`src/design/rth_pkg.sv`:
```
// ---------------------------------------------------------------------------
// rth_pkg
// Shared widths, constants and types for the RGB to hue core and its checker.
// ---------------------------------------------------------------------------
package rth_pkg;

   localparam int unsigned CHAN_W         = 8;   // colour channel
   localparam int unsigned DIFF_W         = 9;   // signed channel difference
   localparam int unsigned SUM_W          = 12;  // signed k*c + d
   localparam int unsigned MAG_W          = 11;  // |k*c + d|, at most 5*255
   localparam int unsigned NUM_W          = 17;  // 85*|k*c + d| + c
   localparam int unsigned DEN_W          = 9;   // 2*c
   localparam int unsigned QUO_W          = 8;   // hue magnitude
   localparam int unsigned DIV_STAGES     = 4;
   localparam int unsigned BITS_PER_STAGE = QUO_W / DIV_STAGES;

   // accept edge to result strobe
   localparam int unsigned PIPE_LATENCY   = 5 + DIV_STAGES;

   localparam logic [NUM_W-1:0]  HUE_SCALE  = 17'd85;
   localparam logic [QUO_W-1:0]  HUE_GREEN  = 8'd85;
   localparam logic [QUO_W-1:0]  HUE_BLUE   = 8'd170;

   typedef enum logic [1:0] {
      SEL_RED,
      SEL_GREEN,
      SEL_BLUE
   } max_sel_type;

endpackage

```
`src/design/rgb_to_hue_8bit_core.sv`:
```
// ---------------------------------------------------------------------------
// rgb_to_hue_8bit_core
// HSV hue of an 8-bit RGB pixel, 0..255 over a full turn.
// ---------------------------------------------------------------------------
// A pixel word is taken on every clock in which start is high and busy is
// low; busy is only high while reset is held. Each word gives one hue on
// rsp_hue, marked by rsp_strobe, and one word per clock is sustained. The
// pipeline runs through the input register, max/min and chroma, offset add,
// constant multiply, four stages of a restoring divider retiring two
// quotient bits each, and the output register. The result strobe is not
// held, so the receiver must take every word in the cycle it appears.
// ---------------------------------------------------------------------------
module rgb_to_hue_8bit_core
   import rth_pkg::*;
(
   input  logic              clock,
   input  logic              reset,
   input  logic              start,
   output logic              busy,
   input  logic [CHAN_W-1:0] req_red,
   input  logic [CHAN_W-1:0] req_green,
   input  logic [CHAN_W-1:0] req_blue,
   output logic              rsp_strobe,
   output logic [QUO_W-1:0]  rsp_hue
);

   // stage 1: input register
   logic              s1_valid_ff;
   logic [CHAN_W-1:0] s1_red_ff, s1_green_ff, s1_blue_ff;

   // stage 2: max, min, chroma, difference
   logic                     s2_valid_ff;
   max_sel_type              s2_sel_ff, s2_sel_in;
   logic [CHAN_W-1:0]        s2_c_ff, s2_c_in;
   logic signed [DIFF_W-1:0] s2_d_ff, s2_d_in;
   logic [CHAN_W-1:0]        mx, mn;

   // stage 3: offset added, magnitude and sign
   logic                    s3_valid_ff;
   logic [MAG_W-1:0]        s3_mag_ff, s3_mag_in;
   logic [CHAN_W-1:0]       s3_c_ff;
   logic                    s3_neg_ff, s3_neg_in;
   logic                    s3_zero_ff;
   logic signed [SUM_W-1:0] kc, t_sum;

   // stage 4: numerator and divisor
   logic              s4_valid_ff;
   logic [NUM_W-1:0]  s4_num_ff, s4_num_in;
   logic [DEN_W-1:0]  s4_den_ff;
   logic              s4_neg_ff, s4_zero_ff;

   // divider stages
   logic              dv_valid_ff [DIV_STAGES];
   logic [NUM_W-1:0]  dv_rem_ff   [DIV_STAGES];
   logic [QUO_W-1:0]  dv_quo_ff   [DIV_STAGES];
   logic [DEN_W-1:0]  dv_den_ff   [DIV_STAGES];
   logic              dv_neg_ff   [DIV_STAGES];
   logic              dv_zero_ff  [DIV_STAGES];

   // output
   logic              rsp_strobe_ff;
   logic [QUO_W-1:0]  rsp_hue_ff, rsp_hue_in;

   assign busy = reset;

   // ---- stage 1
   always_ff @(posedge clock) begin
      if (reset) begin
         s1_valid_ff <= 1'b0;
      end else begin
         s1_valid_ff <= start && !busy;
      end
      s1_red_ff   <= req_red;
      s1_green_ff <= req_green;
      s1_blue_ff  <= req_blue;
   end

   // ---- stage 2
   always_comb begin
      if (s1_red_ff >= s1_green_ff && s1_red_ff >= s1_blue_ff) begin
         s2_sel_in = SEL_RED;
         mx        = s1_red_ff;
      end else if (s1_green_ff >= s1_blue_ff) begin
         s2_sel_in = SEL_GREEN;
         mx        = s1_green_ff;
      end else begin
         s2_sel_in = SEL_BLUE;
         mx        = s1_blue_ff;
      end
      mn = s1_red_ff;
      if (s1_green_ff < mn) begin
         mn = s1_green_ff;
      end
      if (s1_blue_ff < mn) begin
         mn = s1_blue_ff;
      end
      s2_c_in = mx - mn;
      unique case (s2_sel_in)
         SEL_RED:   s2_d_in = $signed(DIFF_W'(s1_green_ff)) - $signed(DIFF_W'(s1_blue_ff));
         SEL_GREEN: s2_d_in = $signed(DIFF_W'(s1_blue_ff)) - $signed(DIFF_W'(s1_red_ff));
         SEL_BLUE:  s2_d_in = $signed(DIFF_W'(s1_red_ff)) - $signed(DIFF_W'(s1_green_ff));
         default:   s2_d_in = '0;
      endcase
   end

   always_ff @(posedge clock) begin
      if (reset) begin
         s2_valid_ff <= 1'b0;
      end else begin
         s2_valid_ff <= s1_valid_ff;
      end
      s2_sel_ff <= s2_sel_in;
      s2_c_ff   <= s2_c_in;
      s2_d_ff   <= s2_d_in;
   end

   // ---- stage 3
   always_comb begin
      unique case (s2_sel_ff)
         SEL_RED:   kc = '0;
         SEL_GREEN: kc = $signed(SUM_W'({s2_c_ff, 1'b0}));
         SEL_BLUE:  kc = $signed(SUM_W'({s2_c_ff, 2'b00}));
         default:   kc = '0;
      endcase
      t_sum     = kc + SUM_W'(s2_d_ff);
      s3_neg_in = t_sum[SUM_W-1];
      s3_mag_in = s3_neg_in ? MAG_W'(-t_sum) : MAG_W'(t_sum);
   end

   always_ff @(posedge clock) begin
      if (reset) begin
         s3_valid_ff <= 1'b0;
      end else begin
         s3_valid_ff <= s2_valid_ff;
      end
      s3_mag_ff  <= s3_mag_in;
      s3_c_ff    <= s2_c_ff;
      s3_neg_ff  <= s3_neg_in;
      s3_zero_ff <= (s2_c_ff == '0);
   end

   // ---- stage 4: 85*|t| + c, the +c gives half-away rounding
   assign s4_num_in = NUM_W'(s3_mag_ff) * HUE_SCALE + NUM_W'(s3_c_ff);

   always_ff @(posedge clock) begin
      if (reset) begin
         s4_valid_ff <= 1'b0;
      end else begin
         s4_valid_ff <= s3_valid_ff;
      end
      s4_num_ff  <= s4_num_in;
      s4_den_ff  <= {s3_c_ff, 1'b0};
      s4_neg_ff  <= s3_neg_ff;
      s4_zero_ff <= s3_zero_ff;
   end

   // ---- restoring divider, two quotient bits a stage
   for (genvar j = 0; j < DIV_STAGES; j++) begin : g_div
      logic              valid_src;
      logic [NUM_W-1:0]  rem_src;
      logic [QUO_W-1:0]  quo_src;
      logic [DEN_W-1:0]  den_src;
      logic              neg_src, zero_src;
      logic [NUM_W-1:0]  rem_in;
      logic [QUO_W-1:0]  quo_in;
      logic [NUM_W-1:0]  den_sh;

      if (j == 0) begin : g_first
         assign valid_src = s4_valid_ff;
         assign rem_src   = s4_num_ff;
         assign quo_src   = '0;
         assign den_src   = s4_den_ff;
         assign neg_src   = s4_neg_ff;
         assign zero_src  = s4_zero_ff;
      end else begin : g_next
         assign valid_src = dv_valid_ff[j-1];
         assign rem_src   = dv_rem_ff[j-1];
         assign quo_src   = dv_quo_ff[j-1];
         assign den_src   = dv_den_ff[j-1];
         assign neg_src   = dv_neg_ff[j-1];
         assign zero_src  = dv_zero_ff[j-1];
      end

      always_comb begin
         rem_in = rem_src;
         quo_in = quo_src;
         den_sh = '0;
         for (int s = 0; s < BITS_PER_STAGE; s++) begin
            den_sh = NUM_W'(den_src) << (QUO_W - 1 - j * BITS_PER_STAGE - s);
            if (rem_in >= den_sh) begin
               rem_in = rem_in - den_sh;
               quo_in = quo_in | (QUO_W'(1) << (QUO_W - 1 - j * BITS_PER_STAGE - s));
            end
         end
      end

      always_ff @(posedge clock) begin
         if (reset) begin
            dv_valid_ff[j] <= 1'b0;
         end else begin
            dv_valid_ff[j] <= valid_src;
         end
         dv_rem_ff[j]  <= rem_in;
         dv_quo_ff[j]  <= quo_in;
         dv_den_ff[j]  <= den_src;
         dv_neg_ff[j]  <= neg_src;
         dv_zero_ff[j] <= zero_src;
      end
   end

   // ---- output: grey gives 0, negative hue wraps mod 256
   always_comb begin
      if (dv_zero_ff[DIV_STAGES-1]) begin
         rsp_hue_in = '0;
      end else if (dv_neg_ff[DIV_STAGES-1]) begin
         rsp_hue_in = -dv_quo_ff[DIV_STAGES-1];
      end else begin
         rsp_hue_in = dv_quo_ff[DIV_STAGES-1];
      end
   end

   always_ff @(posedge clock) begin
      if (reset) begin
         rsp_strobe_ff <= 1'b0;
      end else begin
         rsp_strobe_ff <= dv_valid_ff[DIV_STAGES-1];
      end
      rsp_hue_ff <= rsp_hue_in;
   end

   assign rsp_strobe = rsp_strobe_ff;
   assign rsp_hue    = rsp_hue_ff;

endmodule

```
`config.mk`:
```
export PLATFORM = sky130hd
export DESIGN_NAME = rgb_to_hue_8bit_core
export DESIGN_NICKNAME = d
export VERILOG_FILES = /design/src/design/rth_pkg.sv /design/src/design/rgb_to_hue_8bit_core.sv
export SDC_FILE = /design/constraint.sdc
export NUM_CORES = 1
export LEC_CHECK = 0
export BUFFER_PORTS_ARGS = -buffer_cell sky130_fd_sc_hd__buf_2
export CORE_MARGIN = 2
export CORE_UTILIZATION = 53
export CTS_CLUSTER_DIAMETER = 100
export CTS_CLUSTER_SIZE = 30
export DETAILED_ROUTE_END_ITERATION = 16
export GPL_TIMING_DRIVEN = 0
export PLACE_DENSITY = 0.72
export SLEW_MARGIN = 10
export SYNTH_ARGS = -nofsm -noshare
export SYNTH_HDL_FRONTEND = slang
export SYNTH_SLANG_ARGS = --single-unit
```
`constraint.sdc`:
```
create_clock -name clock -period 5.41 [get_ports clock]
set_clock_uncertainty 0.15 [all_clocks]
set_input_delay 1.082 -clock clock [delete_from_list [all_inputs] [get_ports clock]]
set_output_delay 1.082 -clock clock [all_outputs]
set_load 0.02 [all_outputs]
```
==> impl_metrics.ini, run 1 <==
[placement]
io_buffers = 36
gp_congestion = 0.936
place_area_um2 = 13600
pre_cts_ws_ns = -1.16
hpwl_mm = 21.8
dp.cells = 1807

[setup_path]
arrival_ns = 5.46
worst_setup_path_end_kind = flip-flop
startpoint_type = flip-flop
critPathKind = flip-flop to flip-flop
critPathRequiredTime_ns = 5.65
crit_fanout = 10

[grt]
overflow = 0
grt_max_degree = 31
grt_pass1_wl_mm = 44.4
grtUsageTotal_pct = 20.7
grt_pass1_vias = 9622
antenna_found_initial = 0

[synth]
synthAdderAreaFrac_pct = 20.9
synth_top_flop_cell = dfxtp_1
yosys.cell_types.count = 81
ys_warn_count = 0
seq_area_frac_synth_pct = 32.5
syn_area_um2 = 13000
synthArstFlopShare_pct = 0
synth-simple-area-share_pct = 13.8
synth-xor-area-share_pct = 6.67
muxShareOfSynthArea_pct = 3.13
synth_edf_count = 0
synth_compound_area_share_pct = 16.9
ys_ff_latch = 211
syn_inst = 1447
synth_top_family_by_area = adder cells
syn_nets = 1673
syn_area_per_cell_um2 = 8.98

[drt]
drt_wl_total_mm = 27.0
drtPass1Iterations = 5
routedWlPerCell_um = 14.7
num_vias = 10000
ant_nets = 0
drtIter0Drc = 682
drc = 0
routed_via_density = 5.46

[layout]
fin_nets = 1734
layout-drive-gt1-share_pct = 9.74
final_area_um2 = 14200
fill_cells = 2119
stdcell_count = 1834
antennaDiodeCount = 0
final_core_utilization_pct = 58.6
synthToLayoutAreaGrowth_pct = 8.92

[run_status]
status = complete, no violations

[sta]
slew_viol_final = 0
fin_crit_sh_pct = 96.5
setup_viol = 0
worst_pin_slew_ns = 0.685
relSlewSlack_pct = 54.0
fin_crit_ns = 5.22
timing.fmax_mhz = 192
hold_violations = 0
fin_ws_ns = 0.192

[die]
fp.dieW_um = 161
dieArea_um2 = 25800
die_h_um = 161
row_count = 57
io_pins = 37
core_um2 = 24200
initial_core_util_pct = 53.8

[clocking]
cts_inserted_buffers = 11
cts_tree = built
clk_transition_reported_paths_ns = 0.10
root_buffer = clkbuf_16
insertion_delay_ns = 0.47
h-tree-depth = 1
clock-sinks = 211
clockBufferDepth = 3

[hold_path]
min_path_type = flip-flop to flip-flop

[job]
cap_viol_max_count = 0
## synth_stat cells (12+ instances only)
cell	instances	share of area (%)
a21o_1	34	2.0
o21ai_0	74	2.8
ha_1	168	16
mux2i_1	14	1.1
nand2_1	75	2.2
nor2b_1	33	1.6
nor3_1	33	1.3
clkbuf_1	17	0.49
xnor2_1	66	4.4
nor2_1	111	3.2
dfxtp_1	211	33
o21a_1	16	0.92
xor2_1	33	2.2
nand3_1	12	0.46
mux2_2	16	1.4
o21bai_1	14	0.81
inv_1	182	5.3
fa_1	31	4.8
a21oi_1	106	4.1
nand4_1	22	1.1
## cell type report
class,instances,area [um2],share of cell area [%]
Sequential cell,211,4230,29.9
Clock buffer,11,275,1.94
Clock inverter,4,37.5,0.265
Buffer,23,125,0.884
Multi-Input combinational cell,1030,8130,57.4
Inverter,183,687,4.85
Tap cell,324,405,2.86
Timing Repair Buffer,48,272,1.92
## critical path, stage by stage, from the launching register on
cell	delay [ns]
dfxtp_1	0.46
ha_1	0.31
nor2b_2	0.18
o21ai_2	0.24
a21oi_2	0.12
o21ai_4	0.19
buf_6	0.16
nor2_1	0.06
a21oi_2	0.13
ha_1	0.26
a21o_1	0.18
a21o_1	0.18
a21oi_2	0.22
o21ai_2	0.09
a31o_1	0.20
clkbuf_4	0.19
buf_6	0.17
a31oi_2	0.23
ha_1	0.17
inv_1	0.06
fa_1	0.40
nand2_1	0.09
nand2_1	0.08
a21oi_4	0.18
o21bai_1	0.11
a21oi_2	0.17
xnor2_1	0.15
## state kept, by name, summed over array words and instances (netlist names), 8 cells and up
register,count
dv_den_ff,24
dv_quo_ff,20
dv_rem_ff,51
g_div.den_src,8
g_div.rem_src,17
rsp_hue,8
s1_blue_ff,8
s1_green_ff,8
s1_red_ff,8
s2_c_ff,8
s2_d_ff,9
s3_c_ff,8
s3_mag_ff,11
## through the flow
stage | TNS, ns | hold slack [ns]
6_report | 0 | 0.185
5_1_grt | -0.104 | 0.195
4_1_cts | 0 | 0.186
3_5_place_dp | -4.23 | 0.162
3_3_place_gp | -3.55 | 0.161
2_1_floorplan | 0 | 0.160
## cells by family after synthesis
kind of cell / Yosys count
flip-flops: 211
buffers and inverters: 206
multiplexers: 36
AND/OR/NAND/NOR: 358
AO/OA/AOI/OAI: 338
adder cells (fa/ha/maj): 199
XOR/XNOR: 99
## metal layers
metal | vias to the layer above | share of wire (%) | track usage, %
met2 | 229 | 47 | 36.1
met3 | 45 | 4.1 | 1.99
met5 | - | 0 | 0
li1 | 5105 | - | -
met1 | 4629 | 46 | 27.1
met4 | 0 | 3.0 | 6.43
## path summary, 6_finish.rpt
check	from	to	slack, ns	cells after the start
min	dv_zero_ff[0]	dv_zero_ff[1]	0.18	0
max reg2reg	s1_red_ff[1]	s2_c_ff[6]	0.19	26
max	s1_red_ff[1]	s2_c_ff[6]	0.19	26
min reg2reg	dv_zero_ff[0]	dv_zero_ff[1]	0.18	0
## cell usage in the layout (no fill, tap or decap), types with 9 or more instances in the layout
cell | Yosys | final
nor2_1 | 111 | 111
or3_1 | 10 | 10
a21boi_0 | 10 | 10
nand2_1 | 75 | 75
dfxtp_1 | 211 | 209
o21ai_0 | 74 | 68
nand3_1 | 12 | 12
buf_2 | 3 | 39
clkbuf_16 | 0 | 11
ha_1 | 168 | 164
buf_4 | 1 | 12
inv_1 | 182 | 181
xnor2_1 | 66 | 66
o21bai_1 | 14 | 14
nor3_1 | 33 | 33
o21a_1 | 16 | 16
a211oi_1 | 9 | 9
xor2_1 | 33 | 33
o211ai_1 | 9 | 9
mux2_2 | 16 | 16
a21o_1 | 34 | 34
nor2b_1 | 33 | 31
fa_1 | 31 | 31
a21oi_1 | 106 | 98
clkbuf_1 | 17 | 12
nand4_1 | 22 | 22
mux2i_1 | 14 | 13
## repair_timing
| action | in CTS | in global routing |
|---|---|---|
| hold buffers | 0 | 0 |
| setup endpoints to repair | 7 | 41 |
| gates resized for setup | 17 | 43 |
| pin swaps | 4 | 10 |
| cloned | 0 | 1 |
| setup buffers | 3 | 8 |
Power of run 1 is left out: the tool's default activity adds up to more than one toggle a clock period on the data nets, which glitch-free logic cannot reach.
==> run 2: changes to the inputs <==
--- a/config.mk
+++ b/config.mk
@@ -6,13 +6,13 @@
 export NUM_CORES = 1
 export LEC_CHECK = 0
 export BUFFER_PORTS_ARGS = -buffer_cell sky130_fd_sc_hd__buf_2
-export CORE_MARGIN = 2
 export CORE_UTILIZATION = 53
 export CTS_CLUSTER_DIAMETER = 100
 export CTS_CLUSTER_SIZE = 30
 export DETAILED_ROUTE_END_ITERATION = 16
 export GPL_TIMING_DRIVEN = 0
 export PLACE_DENSITY = 0.72
+export SKIP_LAST_GASP = 1
 export SLEW_MARGIN = 10
 export SYNTH_ARGS = -nofsm -noshare
 export SYNTH_HDL_FRONTEND = slang
==> impl_metrics.ini, run 2 (synthesis results as in run 1) <==
[placement]
hpwl_mm = 21.5
io_buffers = 36
dp.cells = 1802
gp_congestion = 0.929

[drt]
routedWlPerCell_um = 14.6
drt_wl_total_mm = 26.5
drc = 0
drtPass1Iterations = 4
routed_via_density = 5.45
ant_nets = 0
drtIter0Drc = 568
num_vias = 9923

[clocking]
clockBufferDepth = 3
h-tree-depth = 1
clk_transition_reported_paths_ns = 0.11
cts_inserted_buffers = 11
insertion_delay_ns = 0.47
cts_tree = built
clock-sinks = 211
root_buffer = clkbuf_16

[hold_path]
min_path_type = flip-flop to flip-flop

[die]
die_h_um = 159
initial_core_util_pct = 54.7
fp.dieW_um = 159
row_count = 56
io_pins = 37
core_um2 = 23800
dieArea_um2 = 25200

[layout]
synthToLayoutAreaGrowth_pct = 7.87
mostFrequentLayoutCell = dfxtp_1
layout-drive-gt1-share_pct = 8.32
stdcell_count = 1822
fin_nets = 1727
final_cell_mix = dfxtp_1 (209), inv_1 (182), ha_1 (167), nor2_1 (111), a21oi_1 (103)
top_register = dv_rem_ff
largest_register_ffs = 51
top_regs = dv_rem_ff x51, dv_den_ff x24, dv_quo_ff x20

[grt]
grtUsageTotal_pct = 21.3
grt_pass1_wl_mm = 43.3
grt_max_degree = 31
overflow = 0
antenna_found_initial = 1
grt_pass1_vias = 9331

[setup_path]
crit_fanout = 19
arrival_ns = 5.47
critPathKind = flip-flop to flip-flop
critPathRequiredTime_ns = 5.66
worst_setup_path_end_kind = flip-flop
startpoint_type = flip-flop

[sta]
slew_viol_final = 0
setup_viol = 0
relSlewSlack_pct = 57.2
tns_ns = 0
hold_violations = 0
fin_crit_sh_pct = 96.5
timing.fmax_mhz = 192
rsz0062_at_grt = true
fin_crit_ns = 5.22
worst_pin_slew_ns = 0.633

[job]
cap_viol_max_count = 0

[run_status]
status = complete, no violations
[run 2: metrics by stage]
stage / util, % / hold slack, ns / setup WS (ns) / instance area (um2)
final: 59.0 / 0.186 / 0.189 / 14000
after detailed placement: 57.2 / 0.163 / -0.743 / 13600
after CTS: 58.6 / 0.188 / 0.0376 / 13900
after global placement: 57.2 / 0.163 / -0.602 / 13600
after global routing: 59.0 / 0.192 / -0.105 / 14000
after floorplan: - / 0.160 / 0.327 / 13000
[run 2: critical path, stage by stage, from the launching register on]
cell	delay [ns]
dfxtp_1	0.36
inv_1	0.09
ha_1	0.33
a21o_1	0.21
a21oi_2	0.25
a21oi_4	0.11
o21ai_2	0.18
buf_6	0.17
nor2_1	0.05
a21oi_1	0.17
ha_1	0.27
a21o_1	0.18
a21o_1	0.17
a21oi_1	0.19
o21ai_0	0.14
a31o_1	0.20
buf_4	0.20
a31oi_2	0.27
ha_1	0.18
inv_1	0.06
a21oi_1	0.14
o21ai_0	0.14
a21oi_1	0.24
o21bai_1	0.12
a21o_1	0.19
a21oi_1	0.21
xor2_1	0.19
[run 2: path summary, 6_finish.rpt]
check / startpoint / end / slack (ns) / depth (start not counted)
setup / recovery: s1_green_ff[3] / s2_c_ff[7] / 0.19 / 26
hold / removal: dv_quo_ff[2][7] / dv_quo_ff[3][7] / 0.19 / 0
setup reg to reg: s1_green_ff[3] / s2_c_ff[7] / 0.19 / 26
hold reg to reg: dv_quo_ff[2][7] / dv_quo_ff[3][7] / 0.19 / 0
[run 2: area by class of cell]
type / count / area, um2
Multi-Input combinational cell: 1030 / 8050
Sequential cell: 211 / 4230
Inverter: 183 / 687
Tap cell: 319 / 399
Fill cell: 2074 / 9730
Clock inverter: 2 / 32.5
Clock buffer: 12 / 279
Timing Repair Buffer: 42 / 225
Antenna cell: 1 / 2.50
Buffer: 22 / 113
[run 2: metal layers]
metal	routed length, um	vias up	global-route usage (%)
met5	0	-	0
met4	616	0	5.54
met3	834	45	2.23
met2	12800	173	37.9
met1	12300	4616	27.4
li1	-	5089	-
[run 2: repair_timing]
item | in CTS | in global routing
buffers inserted | 1 | 5
endpoints found under the hold margin | 0 | 0
hold buffers | 0 | 0
endpoints found under the setup margin | 10 | 41
resized for setup | 8 | 26
pin swaps | 1 | 4
Power of run 2 is left out for the same reason.
